===== src/sv/tpne_pkg.sv =====
`default_nettype none
package tpne_pkg;

  localparam int NUM_CHANNELS = 64;
  localparam int CHAN_W       = 6;
  localparam int RAM_AW       = (NUM_CHANNELS > 1) ? $clog2(NUM_CHANNELS) : 1;
  localparam int FIFO_DEPTH   = 4;
  localparam int FIFO_AW      = 2;
  localparam int LVL_W        = 3;

  localparam logic [7:0] BYTE_ROW_END  = 8'h00;
  localparam logic [7:0] ROW_MAX       = 8'hff;
  localparam int         BIT_NEW_MASK  = 7;
  localparam int         BIT_NOTE      = 0;
  localparam int         BIT_INST      = 1;
  localparam int         BIT_VOL       = 2;
  localparam int         BIT_CMD       = 3;
  localparam int         BIT_REP_NOTE  = 4;

  typedef enum logic [2:0] {
    PH_CHAN = 3'd0,
    PH_MASK = 3'd1,
    PH_NOTE = 3'd2,
    PH_INST = 3'd3,
    PH_VOL  = 3'd4,
    PH_CMD  = 3'd5,
    PH_CVAL = 3'd6
  } phase_t;

  typedef struct packed {
    logic [7:0] delta_rows;
    logic [7:0] note;
    logic       last;
  } result_t;

  typedef struct packed {
    logic    first;
    logic    second;
    result_t item0;
    result_t item1;
  } push_t;

  typedef struct packed {
    logic              en;
    logic [CHAN_W-1:0] addr;
    logic [7:0]        data;
  } wr_t;

  typedef struct packed {
    logic held;
    logic fire;
  } stat_t;

  function automatic logic chan_ok(input logic [CHAN_W-1:0] c);
    return ({1'b0, c} < (CHAN_W + 1)'(NUM_CHANNELS));
  endfunction

  // First field phase after 'from' that the mask asks for; PH_CHAN when none.
  function automatic phase_t phase_after(input phase_t from, input logic [7:0] mask);
    phase_t ph;
    if (from < PH_NOTE && mask[BIT_NOTE]) ph = PH_NOTE;
    else if (from < PH_INST && mask[BIT_INST]) ph = PH_INST;
    else if (from < PH_VOL && mask[BIT_VOL]) ph = PH_VOL;
    else if (from < PH_CMD && mask[BIT_CMD]) ph = PH_CMD;
    else ph = PH_CHAN;
    return ph;
  endfunction

endpackage
`default_nettype wire


===== src/sv/tpne_chan_ram.sv =====
`default_nettype none
module tpne_chan_ram (
  input  wire                       clk,
  input  wire                       rst,
  input  wire                       rd_en,
  input  wire [tpne_pkg::CHAN_W-1:0] rd_addr,
  output logic [7:0]                rd_data,
  input  tpne_pkg::wr_t             wr
);
  import tpne_pkg::*;

  logic [7:0]              mem [NUM_CHANNELS];
  logic [NUM_CHANNELS-1:0] valid;
  logic [7:0]              mem_q;
  logic                    hit_q;
  logic                    fwd_q;
  logic [7:0]              fwd_data;

  always_ff @(posedge clk) begin
    if (wr.en) begin
      mem[wr.addr[RAM_AW-1:0]] <= wr.data;
    end
    if (rd_en) begin
      mem_q    <= mem[rd_addr[RAM_AW-1:0]];
      fwd_data <= wr.data;
    end
  end

  // Valid bits stand in for the all-zero reset; forward a same-cycle write.
  always_ff @(posedge clk) begin
    if (rst) begin
      valid <= '0;
      hit_q <= 1'b0;
      fwd_q <= 1'b0;
    end else begin
      if (wr.en) begin
        valid[wr.addr[RAM_AW-1:0]] <= 1'b1;
      end
      if (rd_en) begin
        hit_q <= valid[rd_addr[RAM_AW-1:0]];
        fwd_q <= wr.en && (wr.addr == rd_addr);
      end
    end
  end

  assign rd_data = fwd_q ? fwd_data : (hit_q ? mem_q : 8'h00);

endmodule
`default_nettype wire


===== src/sv/tpne_out_fifo.sv =====
`default_nettype none
module tpne_out_fifo (
  input  wire                       clk,
  input  wire                       rst,
  input  tpne_pkg::push_t           push,
  output logic                      room,
  output logic [tpne_pkg::LVL_W-1:0] level,
  output logic                      out_valid,
  input  wire                       out_ready,
  output tpne_pkg::result_t         out_item
);
  import tpne_pkg::*;

  result_t            slots [FIFO_DEPTH];
  logic [FIFO_AW-1:0] wp;
  logic [FIFO_AW-1:0] rp;
  logic               pop;
  logic [LVL_W-1:0]   n_push;

  assign out_valid = (level != '0);
  assign out_item  = slots[rp];
  assign pop       = out_valid && out_ready;
  assign room      = (level <= LVL_W'(FIFO_DEPTH - 2));
  assign n_push    = LVL_W'(push.first) + LVL_W'(push.second);

  always_ff @(posedge clk) begin
    if (push.first) begin
      slots[wp] <= push.item0;
    end
    if (push.second) begin
      slots[wp + FIFO_AW'(1)] <= push.item1;
    end
  end

  always_ff @(posedge clk) begin
    if (rst) begin
      wp    <= '0;
      rp    <= '0;
      level <= '0;
    end else begin
      wp    <= wp + n_push[FIFO_AW-1:0];
      rp    <= rp + FIFO_AW'(pop);
      level <= level + n_push - LVL_W'(pop);
    end
  end

endmodule
`default_nettype wire


===== src/sv/tpne_parser.sv =====
`default_nettype none
module tpne_parser (
  input  wire                       clk,
  input  wire                       rst,
  input  wire                       in_valid,
  output logic                      in_ready,
  input  wire [7:0]                 in_byte,
  input  wire                       in_start,
  input  wire [tpne_pkg::CHAN_W-1:0] target_channel,
  input  wire [7:0]                 rd_mask,
  input  wire [7:0]                 rd_note,
  input  wire                       room,
  output tpne_pkg::push_t           push,
  output tpne_pkg::wr_t             wr_mask,
  output tpne_pkg::wr_t             wr_note,
  output tpne_pkg::stat_t           status
);
  import tpne_pkg::*;

  logic              b_valid;
  logic [7:0]        b_byte;
  logic              b_start;
  phase_t            phase;
  phase_t            phase_next;
  logic [CHAN_W-1:0] cur_ch;
  logic [CHAN_W-1:0] cur_ch_next;
  logic [7:0]        cur_mask;
  logic [7:0]        cur_mask_next;
  logic [7:0]        cur_note;
  logic [7:0]        cur_note_next;
  logic [7:0]        row_count;
  logic [7:0]        row_count_next;
  logic [7:0]        last_event_row;
  logic [7:0]        last_event_row_next;

  logic              fire;
  phase_t            ph_eff;
  logic [7:0]        row_eff;
  logic [7:0]        ler_eff;
  logic [CHAN_W-1:0] byte_ch;
  logic [7:0]        rd_mask_ok;
  logic [7:0]        rd_note_ok;
  logic              do_after;
  phase_t            after_from;
  logic [7:0]        after_mask;
  phase_t            after_ph;
  logic [CHAN_W-1:0] entry_ch;
  logic [7:0]        rep_note;
  logic              emit_new;
  logic              emit_rep;
  logic [7:0]        delta0;

  assign fire     = b_valid && room;
  assign in_ready = !rst && (!b_valid || fire);
  assign status   = '{held: b_valid, fire: fire};

  assign ph_eff     = b_start ? PH_CHAN : phase;
  assign row_eff    = b_start ? 8'h00 : row_count;
  assign ler_eff    = b_start ? 8'h00 : last_event_row;
  assign byte_ch    = CHAN_W'(b_byte - 8'd1);
  assign rd_mask_ok = chan_ok(byte_ch) ? rd_mask : 8'h00;
  assign rd_note_ok = chan_ok(byte_ch) ? rd_note : 8'h00;
  assign after_ph   = phase_after(after_from, after_mask);
  assign delta0     = row_eff - ler_eff;

  // Decode which field comes after this byte and what the entry's last note is.
  always_comb begin
    do_after   = 1'b0;
    after_from = PH_MASK;
    after_mask = cur_mask;
    entry_ch   = cur_ch;
    rep_note   = cur_note;
    case (ph_eff)
      PH_CHAN: begin
        entry_ch   = byte_ch;
        after_mask = rd_mask_ok;
        rep_note   = rd_note_ok;
        do_after   = (b_byte != BYTE_ROW_END) && !b_byte[BIT_NEW_MASK];
      end
      PH_MASK: begin
        after_mask = b_byte;
        do_after   = 1'b1;
      end
      PH_NOTE: begin
        after_from = PH_NOTE;
        rep_note   = chan_ok(cur_ch) ? b_byte : 8'h00;
        do_after   = 1'b1;
      end
      PH_INST: begin
        after_from = PH_INST;
        do_after   = 1'b1;
      end
      PH_VOL: begin
        after_from = PH_VOL;
        do_after   = 1'b1;
      end
      PH_CVAL: begin
        after_from = PH_CMD;
        do_after   = 1'b1;
      end
      default: begin
        do_after = 1'b0;
      end
    endcase
  end

  // Next state.
  always_comb begin
    phase_next          = phase;
    cur_ch_next         = cur_ch;
    cur_mask_next       = cur_mask;
    cur_note_next       = cur_note;
    row_count_next      = row_eff;
    last_event_row_next = (emit_new || emit_rep) ? row_eff : ler_eff;
    case (ph_eff)
      PH_CHAN: begin
        if (b_byte == BYTE_ROW_END) begin
          phase_next = PH_CHAN;
          if (row_eff != ROW_MAX) begin
            row_count_next = row_eff + 8'd1;
          end
        end else begin
          cur_ch_next   = byte_ch;
          cur_note_next = rd_note_ok;
          if (b_byte[BIT_NEW_MASK]) begin
            phase_next = PH_MASK;
          end else begin
            cur_mask_next = rd_mask_ok;
            phase_next    = after_ph;
          end
        end
      end
      PH_MASK: begin
        cur_mask_next = b_byte;
        phase_next    = after_ph;
      end
      PH_NOTE: begin
        cur_note_next = rep_note;
        phase_next    = after_ph;
      end
      PH_CMD: begin
        phase_next = PH_CVAL;
      end
      PH_INST, PH_VOL, PH_CVAL: begin
        phase_next = after_ph;
      end
      default: begin
        phase_next = PH_CHAN;
      end
    endcase
  end

  // Outputs: results and table writes.
  always_comb begin
    emit_new = (ph_eff == PH_NOTE) && (cur_ch == target_channel);
    emit_rep = do_after && (after_ph == PH_CHAN) && after_mask[BIT_REP_NOTE] &&
               (entry_ch == target_channel);

    wr_mask      = '{en: 1'b0, addr: cur_ch, data: b_byte};
    wr_note      = '{en: 1'b0, addr: cur_ch, data: b_byte};
    wr_mask.en   = fire && (ph_eff == PH_MASK) && chan_ok(cur_ch);
    wr_note.en   = fire && (ph_eff == PH_NOTE) && chan_ok(cur_ch);

    push.first  = fire && (emit_new || emit_rep);
    push.second = fire && emit_new && emit_rep;
    push.item0  = '{delta_rows: delta0, note: emit_new ? b_byte : rep_note,
                    last: !(emit_new && emit_rep)};
    push.item1  = '{delta_rows: 8'h00, note: rep_note, last: 1'b1};
  end

  always_ff @(posedge clk) begin
    if (in_ready && in_valid) begin
      b_byte  <= in_byte;
      b_start <= in_start;
    end
  end

  always_ff @(posedge clk) begin
    if (rst) begin
      b_valid        <= 1'b0;
      phase          <= PH_CHAN;
      cur_ch         <= '0;
      cur_mask       <= 8'h00;
      cur_note       <= 8'h00;
      row_count      <= 8'h00;
      last_event_row <= 8'h00;
    end else begin
      if (in_ready) begin
        b_valid <= in_valid;
      end
      if (fire) begin
        phase          <= phase_next;
        cur_ch         <= cur_ch_next;
        cur_mask       <= cur_mask_next;
        cur_note       <= cur_note_next;
        row_count      <= row_count_next;
        last_event_row <= last_event_row_next;
      end
    end
  end

endmodule
`default_nettype wire


===== src/sv/tracker_pattern_note_extractor.sv =====
`default_nettype none
// Channel   Dir  Fields
// s_*       in   tdata = data_byte[7:0]; tuser = pattern_start
// m_*       out  tdata = delta_rows[7:0], note[15:8]; tlast = last
// cfg_*     in   cfg_wdata = target_channel, written when cfg_we is high
//
// One byte a cycle unless stalled: the transfer registers the byte and reads
// the per-channel mask and last-note RAMs; the parser then uses the read data.
// A byte gives zero to two results; they queue in a four-entry FIFO drained
// one a cycle while m_tready is high.
// The input stalls while the FIFO has fewer than two free slots.
// Reset clears parse state and the RAM valid bits at once; no clearing pass.
module tracker_pattern_note_extractor (
  input  wire        clk,
  input  wire        rst,
  input  wire        s_tvalid,
  output logic       s_tready,
  input  wire [7:0]  s_tdata,   // data_byte[7:0]
  input  wire        s_tuser,   // pattern_start
  output logic       m_tvalid,
  input  wire        m_tready,
  output logic [15:0] m_tdata,  // delta_rows[7:0], note[15:8]
  output logic       m_tlast,
  input  wire        cfg_we,
  input  wire [5:0]  cfg_wdata
);
  import tpne_pkg::*;

  logic [CHAN_W-1:0] target_channel;
  logic [CHAN_W-1:0] rd_addr;
  logic              rd_en;
  logic [7:0]        rd_mask;
  logic [7:0]        rd_note;
  wr_t               wr_mask;
  wr_t               wr_note;
  push_t             push;
  stat_t             status;
  logic              room;
  logic [LVL_W-1:0]  level;
  result_t           out_item;

  // Hold the target channel; the user must write it only while the block is idle; the block does not enforce this.
  always_ff @(posedge clk) begin
    if (rst) begin
      target_channel <= '0;
    end else if (cfg_we) begin
      target_channel <= cfg_wdata;
    end
  end

  // Read both tables for the channel a channel byte would name; the parser
  // uses the data only when the byte turns out to be a channel byte.
  assign rd_en   = s_tvalid && s_tready;
  assign rd_addr = CHAN_W'(s_tdata - 8'd1);

  tpne_chan_ram u_mask_ram (
    .clk     (clk),
    .rst     (rst),
    .rd_en   (rd_en),
    .rd_addr (rd_addr),
    .rd_data (rd_mask),
    .wr      (wr_mask)
  );

  tpne_chan_ram u_note_ram (
    .clk     (clk),
    .rst     (rst),
    .rd_en   (rd_en),
    .rd_addr (rd_addr),
    .rd_data (rd_note),
    .wr      (wr_note)
  );

  tpne_parser u_parser (
    .clk            (clk),
    .rst            (rst),
    .in_valid       (s_tvalid),
    .in_ready       (s_tready),
    .in_byte        (s_tdata),
    .in_start       (s_tuser),
    .target_channel (target_channel),
    .rd_mask        (rd_mask),
    .rd_note        (rd_note),
    .room           (room),
    .push           (push),
    .wr_mask        (wr_mask),
    .wr_note        (wr_note),
    .status         (status)
  );

  tpne_out_fifo u_fifo (
    .clk       (clk),
    .rst       (rst),
    .push      (push),
    .room      (room),
    .level     (level),
    .out_valid (m_tvalid),
    .out_ready (m_tready),
    .out_item  (out_item)
  );

  assign m_tdata = {out_item.note, out_item.delta_rows};
  assign m_tlast = out_item.last;

  // FIFO never overfills.
  a_fifo_bound: assert property (@(posedge clk) disable iff (rst)
    level <= LVL_W'(FIFO_DEPTH))
    else $error("output FIFO overflow");

  // A parked byte is not dropped while the FIFO lacks room for two results.
  a_stall_keeps: assert property (@(posedge clk) disable iff (rst)
    status.held && !status.fire |=> status.held)
    else $error("stalled byte lost");

  // Two results from one byte: only the second carries last.
  a_pair_last: assert property (@(posedge clk) disable iff (rst)
    push.second |-> push.first && !push.item0.last && push.item1.last)
    else $error("bad last marking on result pair");

  // Table writes happen only when the parser retires a byte.
  a_write_on_fire: assert property (@(posedge clk) disable iff (rst)
    (wr_mask.en || wr_note.en) |-> status.fire)
    else $error("table write without retire");

endmodule
`default_nettype wire


===== config.mk =====
export PLATFORM = sky130hd
export DESIGN_NAME = tracker_pattern_note_extractor
export DESIGN_NICKNAME = d
export VERILOG_FILES = /design/src/sv/tpne_pkg.sv /design/src/sv/tpne_chan_ram.sv /design/src/sv/tpne_out_fifo.sv /design/src/sv/tpne_parser.sv /design/src/sv/tracker_pattern_note_extractor.sv
export SDC_FILE = /design/constraint.sdc
export NUM_CORES = 1
export LEC_CHECK = 0
export BUFFER_PORTS_ARGS = -buffer_cell sky130_fd_sc_hd__buf_2
export CAP_MARGIN = 0
export CORE_UTILIZATION = 40
export CTS_CLUSTER_DIAMETER = 150
export DETAILED_ROUTE_END_ITERATION = 10
export PLACE_DENSITY_LB_ADDON = 0.25
export SETUP_SLACK_MARGIN = 0.1
export SLEW_MARGIN = 20
export SYNTH_ARGS = -nofsm -noshare
export SYNTH_HDL_FRONTEND = slang
export SYNTH_SLANG_ARGS = --single-unit

===== constraint.sdc =====
create_clock -name clk -period 6.7 [get_ports clk]
set_input_delay 0.335 -clock clk [delete_from_list [all_inputs] [get_ports clk]]
set_output_delay 0.335 -clock clk [all_outputs]
set_load 0.05 [all_outputs]

==> impl_results.md, run 1 <==
* Nets at 2550
* Syn. warnings at 0
* Post-route ant nets at 0
* Crit end category: flop
* WL final at 105500 um
* Post-synth top flop: edfxtp_1
* Clock share of power at 42.8%
* Most common cell after layout, fill and taps aside: edfxtp_1
* Hold path start: rst
* Setup TNS Final at 0 ps
* Most frequent cells in the layout: edfxtp_1 (894), mux4_2 (332), nor2_1 (237)
* Clock transition at path regs at 60 ps
* Number of synthesized flops with an enable pin at 894
* Clock root buffer master: clkbuf_16
* Slowest stage delay, CP at 760 ps
* Mapped Area at 44630 sq um
* Logic pwr share at 8.2%
* Crit-path max FO at 19
* Synthesis-to-finish area growth at 13.35%
* Die Y at 336.0 um
* CTS Buf Count at 113
* CP max stage cell: dfxtp_1
* Gr usage total at 18.85%
* Sw frac at 23.18%
* Max-capacitance violation count at 0
* TritonRoute pass-1 iters at 7
* Final hold viol count at 0
* Final min period at 4667 ps
* Core area at 110700 sq um
* Mapped Cells at 2469
* Post-CTS resize count at 0
* # hold bufs at CTS at 15
* Post-synth net total at 2507
* Vias in the first global route at 23560
* Share of flip-flops with an asynchronous set or reset at 0%
* Leakage at 16.09 nW
* Hpwl dp at 65050 um
* Cell Chain, Critical Path: nor3_2 -> nor2_1 -> a2bb2oi_1 -> a211oi_1 -> nand4_2 -> nor2_1 -> nand2_1 -> nor2_1 -> ha_1 -> ha_1 -> fa_1 -> xnor2_1 -> nor2_1
* DRC violations left at 0
* Largest net degree at the start of global routing at 103
* Netlist cell types at 80
* Net switching power at 3.588 mW
* Syn avg cell area at 18.08 sq um
* Post-synthesis sequential area ratio at 70.02%
* Via density at 5.671
* Pwr Total at 15.48 mW
* Power per Cell Area at 306.1 nW/um^2
* Worst path required time at 7290 ps
* Setup-failing EPs final at 0
* Port-buffer cells at 38
* Status: complete, no violations
* Die Wd at 336.0 um
* Final Slew Violations at 0
* Skew final at 52.36 ps
* Die area at 112900 sq um
* Critical path's most frequent cell: nor2_1
* Worst skew pair latency at 730 ps
* Initial DRC Count at 2127
* Worst R2R Path Depth at 13
* Num Clock Sinks at 1114
* Row count at 122
* Slew @ Worst Pin at 1136 ps
* Yosys reg bits at 1114
* Final period utilization at 69.65%
* Crit path DAT at 5260 ps
* Max Freq at 214.3 MHz
* Antenna violations before repair at 0
* Worst R2R Setup Slack at 2030 ps
* Clock buffer depth at 3
* Total number of vias at 23250
* H-tree levels at 3
* First-pass GRT wire length at 157200 um
* Max rail drop VDD at 0.0002230 V
* Flop pwr share at 49.0%
* Worst min path class: in2reg
* Slew margin rel. at 23.98%
* Drt wl/cell at 25.74 um
* Gpl congestion at 0.8215
* Reg2reg start: u_parser.phase[2]
* Initial Util at 40.33%
* Inserted Diodes at 0
* Share of layout cells above drive strength 1 at 23.93%
* WHS Path Cells at 2
* Startpoint types: flop
* IO Pins at 39
* RSZ-0062 raised after global routing: no
* GRT Residual Overflow at 0
* Worst R2R End: u_fifo.level[2]
* Setup CP Type: reg2reg
* Setup bufs post-CTS at 0
* Design internal power at 11.89 mW
* CTS tree: done
* Hold EP: u_note_ram.valid[15]
power groups by stage:
stage	sequential (mW)	combinational, mW	clock, mW
after detailed placement	7.73	1.28	0
after global placement	7.73	1.27	0
final	7.58	1.28	6.63
after global routing	7.58	1.36	7.00
after floorplan	7.72	0.888	0
after CTS	7.58	1.29	6.73
through the flow:
step	util (%)	cell area [sq um]	setup slack (ps)	std cells	hold slack (ps)
floorplan	-	44630	1515	2469	429.5
global placement	41.94	46410	2225	3870	440.2
detailed placement	41.94	46420	2146	3870	448.9
CTS	45.69	50560	2147	4100	4.078
global route	45.71	50590	1728	4100	33.25
finish	45.71	50590	2033	4100	35.01
routing by layer:
layer	share of wire, %	GRT usage [%]	wire [um]
met2	48	30.02	50960
met1	43	26.94	45890
met3	6.5	3.206	6875
met4	1.7	4.761	1797
met5	0	0	0
cells by family after synthesis:
family,Yosys count,share of synthesized area [%]
buffers and inverters,181,1.626
multiplexers,349,17.14
XOR/XNOR,39,0.7654
adder cells (fa/ha/maj),18,0.5383
AND/OR/NAND/NOR,450,4.780
AO/OA/AOI/OAI,318,5.131
flip-flops,1114,70.02
state kept, by name, indices dropped and copies added (netlist names), 2 cells and up:
register / flops
u_parser.last_event_row: 8
u_mask_ram.mem_q: 5
u_parser.row_count: 8
u_mask_ram.valid: 64
u_note_ram.valid: 64
u_parser.cur_mask: 5
u_fifo.slots: 68
u_parser.cur_ch: 6
target_channel: 6
u_note_ram.fwd_data: 8
u_fifo.wp: 2
u_fifo.level: 3
u_mask_ram.mem: 320
u_parser.cur_note: 8
u_parser.phase: 3
u_note_ram.mem_q: 8
u_parser.b_byte: 8
u_note_ram.mem: 512
u_fifo.rp: 2
worst max-delay path by stage:
stage / from / endpoint / slack (ps) / cells after the start
2_1_floorplan: u_parser.b_byte[0] / u_fifo.level[2] / 1510 / 17
3_3_place_gp: u_parser.b_byte[3] / u_fifo.level[2] / 2220 / 16
3_5_place_dp: u_parser.b_byte[3] / u_fifo.level[2] / 2150 / 13
4_1_cts: u_parser.b_byte[3] / u_fifo.level[2] / 2150 / 13
5_1_grt: u_parser.phase[2] / u_fifo.level[2] / 1730 / 13
6_report: u_parser.phase[2] / u_fifo.level[2] / 2030 / 13
worst max-delay path: cells and delay by family, from the launching register on:
kind / cells / cell delay [ps]
simple gates: 7 / 2150
flops: 1 / 760
fa+ha+maj: 3 / 940
compound gates: 2 / 530
xor+xnor: 1 / 170
layout make-up:
type,count,area (sq um)
inverters,25,96.34
multi-input cells,1174,12730
repair buffers,84,648.1
fillers,9279,60080
flip-flops and latches,1114,31250
clock inverters,70,877.1
clock buffers,145,3119
well taps,1488,1862
cell usage after synthesis (4+ instances only):
cell type	count	area, sq um
a21o_1	5	37.54
a22oi_1	15	112.6
and2_1	4	25.02
xnor2_1	20	175.2
inv_1	24	90.09
a211oi_1	20	150.1
and3_1	8	50.05
nor2_1	246	923.4
or3_1	4	25.02
nor2b_1	18	112.6
nand2_1	64	240.2
a221oi_1	10	87.58
a21boi_0	10	75.07
o21a_1	120	900.9
o21ai_0	31	155.2
edfxtp_1	894	26850
mux4_2	332	7477
xor2_1	19	166.4
nor3_2	4	40.04
nand3_1	19	95.09
nand3b_1	8	60.06
buf_2	16	80.08
nor4_1	18	112.6
buf_1	26	97.59
nand2b_1	15	93.84
nor3_1	12	60.06
o211ai_1	6	45.04
clkbuf_1	110	412.9
nor4b_1	4	35.03
ha_1	16	200.2
mux2i_1	16	160.2
dfxtp_1	220	4404
a21oi_1	38	190.2
o22a_1	20	175.2
a31oi_1	13	81.33
Power figures use the tool's default switching activity.
==> run 2, diff against run 1 <==
Clock period 6.7 ns to 4.4 ns, I/O delays scaled along.
==> run 2 against run 1 <==
Effect of this change: sequential power is 52% higher; global-route usage is 0.52 points higher; count of clock-buffer cells in the layout is 22 higher; register-to-register slack worse by 1600 ps; combinational power is 60% higher; critical endpoint is now u_note_ram.mem[51][6]; largest power group unchanged; clock skew is 7.6 ps lower.
==> impl_results.md, run 2 (synthesized netlist as in run 1, its figures left out) <==
* Slowest stage delay, CP at 950 ps (+190 ps)
* Slew margin rel. at 25.88% (+1.9 points)
* IO Pins at 39 (unchanged)
* Logic pwr share at 8.9% (+0.7 points)
* Design internal power at 17.73 mW (+49%)
* WHS Path Cells at 4 (+2)
* Antenna violations before repair at 2 (+2)
* Post-route ant nets at 0 (unchanged)
* Crit path DAT at 4320 ps (-940 ps)
* Fill cells at 9285 (+0.065%)
* Power per Cell Area at 451.9 nW/um^2 (+48%)
* Num Clock Sinks at 1114 (unchanged)
* Gpl congestion at 0.8565 (+4.3%)
* Largest net degree at the start of global routing at 134 (+30%)
* Skew final at 44.71 ps (-7.647 ps)
* Final Slew Violations at 0 (unchanged)
* Row count at 122 (unchanged)
* GRT Residual Overflow at 0 (unchanged)
* Sw frac at 23.33% (+0.15 points)
* Initial Util at 40.33% (unchanged)
* Slew @ Worst Pin at 1112 ps (-24.32 ps)
* Status: complete, no violations
* TritonRoute pass-1 iters at 8 (+1)
* Vias in the first global route at 23920 (+1.5%)
* Clock share of power at 41.2% (-1.6 points)
* Setup-failing EPs final at 0 (unchanged)
* Worst min path class: in2reg
* Hpwl dp at 67700 um (+4.1%)
* Final min period at 3990 ps (-676.9 ps)
* DRC violations left at 0 (unchanged)
* Clock buffer depth at 3 (unchanged)
* Total number of vias at 23640 (+1.6%)
* Flop pwr share at 49.9% (+0.9 points)
* Final period utilization at 90.68% (+21 points)
* Hold EP: u_fifo.rp[0]
* Worst path required time at 4730 ps (-2560 ps)
* Share of layout cells above drive strength 1 at 25.42% (+1.5 points)
* Worst R2R End: u_note_ram.mem[51][6]
* Most common cell after layout, fill and taps aside: edfxtp_1
* Max rail drop VDD at 0.0003486 V (+56%)
* Cells after DPL at 3950 (+2.1%)
* Die area at 112900 sq um (unchanged)
* Final hold viol count at 0 (unchanged)
* Startpoint types: flop
* Setup TNS Final at 0 ps (unchanged)
* Port-buffer cells at 38 (unchanged)
* Leakage at 16.44 nW (+2.2%)
* Area of the multi-input gates at 12770 sq um (+0.26%)
* Inserted Diodes at 0 (unchanged)
* Gr usage total at 19.37% (+0.52 points)
* FF+latch area at 31250 sq um (unchanged)
* Most frequent cells in the layout: edfxtp_1 (894), mux4_2 (332), nor2_1 (245)
* WL final at 108200 um (+2.5%)
* Pwr Total at 23.12 mW (+49%)
* Worst R2R Path Depth at 5 (-8)
* Synthesis-to-finish area growth at 14.66%
* H-tree levels at 3 (unchanged)
* Clock transition at path regs at 60 ps (about the same)
* Initial DRC Count at 2107 (-0.94%)
* Hold path start: m_tready
* Finished Layout Cells at 4191 (+2.2%)
* Max FFs per register at 512 (unchanged)
* Net switching power at 5.394 mW (+50%)
* Setup CP Type: reg2reg
* Die Y at 336.0 um (unchanged)
* Max-capacitance violation count at 0 (unchanged)
* Worst R2R Setup Slack at 410 ps (-1620 ps)
* Drt wl/cell at 25.81 um (+0.27%)
* Crit end category: flop
* Crit-path max FO at 40 (+21)
* Via density at 5.639 (-0.56%)
* Cell Chain, Critical Path: buf_4 -> nand2b_1 -> nor3_1 -> nand3_1 -> nor2_1
* Clock root buffer master: clkbuf_16
* First-pass GRT wire length at 160500 um (+2.1%)
* Max Freq at 250.6 MHz (+17%)
* CP max stage cell: nor2_1
* Core area at 110700 sq um (unchanged)
* Nets at 2643 (+3.6%)
* CTS tree: done
* Die Wd at 336.0 um (unchanged)
* Reg2reg start: u_parser.b_start
* RSZ-0062 raised after global routing: no
* Worst skew pair latency at 710 ps (-20 ps)
* CTS Buf Count at 112 (-0.88%)
[run 2: cell count changes in the layout (fill, tap and decap cells not counted), moves of 3 or more]
cell / previous run / this run
buf_12: 5 / 10
ha_1: 15 / 11
nor2_1: 237 / 245
dlygate4sd3_1: 15 / 28
clkbuf_1: 16 / 41
clkinv_2: 29 / 18
clkinv_1: 15 / 8
inv_1: 23 / 19
buf_4: 27 / 102
inv_2: 0 / 4
ha_4: 1 / 4
nor2_2: 10 / 1
clkbuf_8: 15 / 12
bufinv_16: 15 / 8
[run 2: layout make-up]
cell class | instances | area share (%)
sequential | 1114 | 61.07
timing repair buffer | 178 | 2.871
clock inverter | 45 | 1.083
multi-input combinational | 1174 | 24.95
clock buffer | 167 | 6.198
inverter | 25 | 0.1883
tap | 1488 | 3.638
[run 2: repair_timing]
| item | 4_1_cts | 5_1_grt |
|---|---|---|
| gates resized for setup | 0 | 0 |
| endpoints found under the hold margin | 22 | 0 |
| hold buffers | 28 | 0 |
| setup buffers | 0 | 0 |
[run 2: worst max path at each step]
| stage | from | endpoint | slack, ps | depth (start not counted) |
|---|---|---|---|---|
| 3_3_place_gp | u_parser.b_start | u_note_ram.mem[51][7] | 600 | 5 |
| 6_report | u_parser.b_start | u_note_ram.mem[51][6] | 410 | 5 |
| 5_1_grt | u_parser.phase[1] | u_note_ram.mem[51][7] | 140 | 6 |
| 3_5_place_dp | u_parser.b_start | u_note_ram.mem[51][6] | 520 | 5 |
| 2_1_floorplan | u_parser.b_byte[0] | u_fifo.level[1] | -620 | 17 |
| 4_1_cts | u_parser.b_start | u_note_ram.mem[51][6] | 500 | 5 |
[run 2: metal layers]
metal / up-vias / routed length [um] / GRT usage, %
met5: - / 0 / 0
met4: 0 / 2910 / 6.315
met3: 159 / 7587 / 3.956
met2: 806 / 52020 / 30.99
met1: 12460 / 45640 / 26.54
li1: 10210 / - / -
[run 2: per-stage QoR]
step / hold WS [ps] / utilization (%) / setup WS, ps / area (sq um)
finish: 122.1 / 46.24 / 410.2 / 51170
global route: 153.9 / 46.24 / 143.0 / 51170
global placement: 440.2 / 42.59 / 595.1 / 47130
detailed placement: 433.0 / 42.59 / 519.3 / 47140
floorplan: 318.9 / - / -615.9 / 44690
CTS: 93.04 / 46.21 / 502.4 / 51140
[run 2: power by group through the flow]
stage	sequential (mW)	clock (mW)	combinational, mW
floorplan	11.8	0	1.37
global placement	11.8	0	2.02
detailed placement	11.8	0	2.04
CTS	11.5	9.73	2.07
global route	11.6	10.1	2.18
finish	11.5	9.53	2.05
[run 2: worst max-delay path: cells and delay by family, from the launching register on]
kind	cells	cell delay (ps)
and+or+nand+nor	4	2570
buffers and inverters	1	370
DFF	1	650
==> run 3, diff against run 2 <==
Settings changed: CELL_PAD_IN_SITES_DETAIL_PLACEMENT from default to 1, CELL_PAD_IN_SITES_GLOBAL_PLACEMENT from default to 1.
==> run 3 against run 2 <==
Effect of this change: worst hold slack gained 150 ps; first-iteration DRC count is 3.1% higher; global-route usage rose by 1.1 points; count of clock-buffer cells in the layout fell by 21; setup slack improved by 240 ps; via count down 0.16%; non-clock buffer count down 4; register-to-register slack improved by 240 ps; cell count hardly changed; largest cell class unchanged; highest routed layer unchanged.
==> impl_results.md, run 3 (synthesized netlist as in run 1, its figures left out) <==
* Status: complete, no violations
* Setup-failing EPs final at 0 (unchanged)
* Slew margin rel. at 25.88% (about the same)
* Max FFs per register at 512 (unchanged)
* Hpwl dp at 72490 um (+7.1%)
* CP max stage cell: fa_2
* Nets at 2639 (-0.15%)
* Core area at 110700 sq um (unchanged)
* Initial Util at 40.33% (unchanged)
* Critical path's top delay family: simple AND/OR/NAND/NOR gates
* Setup bufs post-CTS at 0 (unchanged)
* CTS tree: done
* TritonRoute pass-1 iters at 5 (-3)
* Hold Slack at 269.8 ps (+147.7 ps)
* Slew @ Worst Pin at 1108 ps (-3.443 ps)
* Crit-path max FO at 12 (-70%)
* WL final at 113800 um (+5.2%)
* Row count at 122 (unchanged)
* Crit path DAT at 4380 ps (+60 ps)
* Post-route ant nets at 0 (unchanged)
* Crit end category: flop
* First-pass GRT wire length at 169700 um (+5.7%)
* Worst Path Buf+Inv at 2 (+1)
* Reg2reg start: u_parser.phase[0]
* Final min period at 3754 ps (-235.9 ps)
* Worst min path class: in2reg
* Worst R2R Path Depth at 14 (+9)
* Die Wd at 336.0 um (unchanged)
* Cell Chain, Critical Path: nor3_2 -> or2_1 -> a31oi_1 -> a211oi_1 -> nand4_2 -> nor2_1 -> nand2_1 -> nor2_1 -> ha_4 -> inv_2 -> ha_4 -> inv_2 -> fa_2 -> nor2b_1
* Antenna violations before repair at 0 (-2)
* Drt wl/cell at 27.18 um (+5.3%)
* Clock transition at path regs at 70 ps (about the same)
* Worst R2R End: u_fifo.level[1]
* Largest net degree at the start of global routing at 101 (-25%)
* RSZ-0062 raised after global routing: no
* IO Pins at 39 (unchanged)
* WHS Path Cells at 2 (-2)
* Startpoint types: flop
* Leakage at 16.53 nW (+0.53%)
* Max Freq at 266.4 MHz (+6.3%)
* Slowest stage delay, CP at 520 ps (-430 ps)
* Inserted Diodes at 0 (unchanged)
* Clock buffer depth at 3 (unchanged)
* DRC violations left at 0 (unchanged)
* Die Y at 336.0 um (unchanged)
* GRT Residual Overflow at 0 (unchanged)
* Initial DRC Count at 2173 (+3.1%)
* Hold path start: s_tdata[7]
* Max rail drop VDD at 0.0002943 V (-16%)
* Final hold viol count at 0 (unchanged)
* Pwr Total at 23.75 mW (+2.7%)
* Hold EP: u_parser.b_byte[7]
* Share of layout cells above drive strength 1 at 26.04% (+0.62 points)
* Max-capacitance violation count at 0 (unchanged)
* CTS Buf Count at 112 (unchanged)
* Gpl congestion at 0.8299 (-3.1%)
* Setup CP Type: reg2reg
* Worst skew pair latency at 700 ps (about the same)
* Fill cells at 10330 (+11%)
* Port-buffer cells at 38 (unchanged)
* Worst path required time at 5030 ps (+300 ps)
* Synthesis-to-finish area growth at 15.04%
* Vias in the first global route at 25170 (+5.2%)
* Power per Cell Area at 462.5 nW/um^2 (+2.4%)
* Die area at 112900 sq um (unchanged)
* Gr usage total at 20.44% (+1.1 points)
* Most common cell after layout, fill and taps aside: edfxtp_1
* Skew final at 23.40 ps (-21.31 ps)
* Post-CTS resize count at 0 (unchanged)
* Most frequent cells in the layout: edfxtp_1 (894), mux4_2 (332), nor2_1 (245)
* Final period utilization at 85.32% (-5.4 points)
* Total number of vias at 23600 (-0.16%)
* Worst R2R Setup Slack at 650 ps (+240 ps)
* Clock root buffer master: clkbuf_16
* Final Slew Violations at 0 (unchanged)
* Via density at 5.634 (about the same)
* Num Clock Sinks at 1114 (unchanged)
* H-tree levels at 3 (unchanged)
[run 3: cell types whose count changed in the layout (fill, tap and decap cells not counted), moves of 3 or more]
| cell | previous run | this run |
|---|---|---|
| dlygate4sd3_1 | 28 | 23 |
| clkbuf_1 | 41 | 23 |
| bufinv_16 | 8 | 19 |
| clkinv_1 | 8 | 12 |
| clkinv_16 | 4 | 0 |
| clkinvlp_4 | 3 | 6 |
| clkinv_2 | 18 | 24 |
| clkinv_8 | 0 | 3 |
| clkbuf_8 | 12 | 9 |
[run 3: layout make-up]
type	count	area, sq um	share of cell area (%)
multi-input combinational	1174	12770	24.87
tap	1488	1862	3.626
sequential	1114	31250	60.87
timing repair buffer	174	1431	2.788
inverter	25	96.34	0.1876
clock inverter	67	872.1	1.699
clock buffer	146	3063	5.966
[run 3: how the worst max path moves through the flow]
stage	depth (start not counted)	endpoint	slack, ps	startpoint
2_1_floorplan	17	u_fifo.level[1]	-620	u_parser.b_byte[0]
3_3_place_gp	15	u_fifo.level[2]	650	u_parser.phase[0]
3_5_place_dp	15	u_fifo.level[2]	680	u_parser.phase[0]
4_1_cts	15	u_fifo.level[2]	670	u_parser.phase[0]
5_1_grt	15	u_fifo.level[2]	400	u_parser.phase[0]
6_report	14	u_fifo.level[1]	650	u_parser.phase[0]
[run 3: through the flow]
step	util (%)	setup TNS, ps	cell area, sq um	cells	worst slack [ps]
5_1_grt	46.39	0	51340	4188	395.3
3_5_place_dp	42.63	0	47180	3952	677.5
3_3_place_gp	42.62	0	47170	3952	654.2
6_report	46.39	0	51340	4188	646.1
4_1_cts	46.39	0	51340	4188	671.1
2_1_floorplan	-	-6132	44690	2469	-615.9
[run 3: power breakdown]
group          switching [mW]  leakage, nW  internal (mW)
clock                    4.10         1.92           6.03
combinational            1.28         4.76          0.802
sequential             0.0983         9.85           11.4
total                    5.48         16.5           18.3
[run 3: worst reg2reg max path: cells and delay by family (launching register included)]
| family | cells | cell delay, ps |
|---|---|---|
| simple gates | 7 | 1750 |
| fa+ha+maj | 3 | 930 |
| compound gates | 2 | 490 |
| flops | 1 | 450 |
| buf+inv | 2 | 90 |
[run 3: what timing repair did]
action	CTS	global route
hold buffers	23	0
endpoints found under the hold margin	33	0
setup endpoints to repair	0	0
[run 3: layer usage]
metal	share of wire (%)	wire (um)	GRT usage, %
met1	43	49160	27.72
met2	49	55640	33.69
met3	5.1	5792	3.397
met4	2.8	3228	6.490
met5	0	0	0
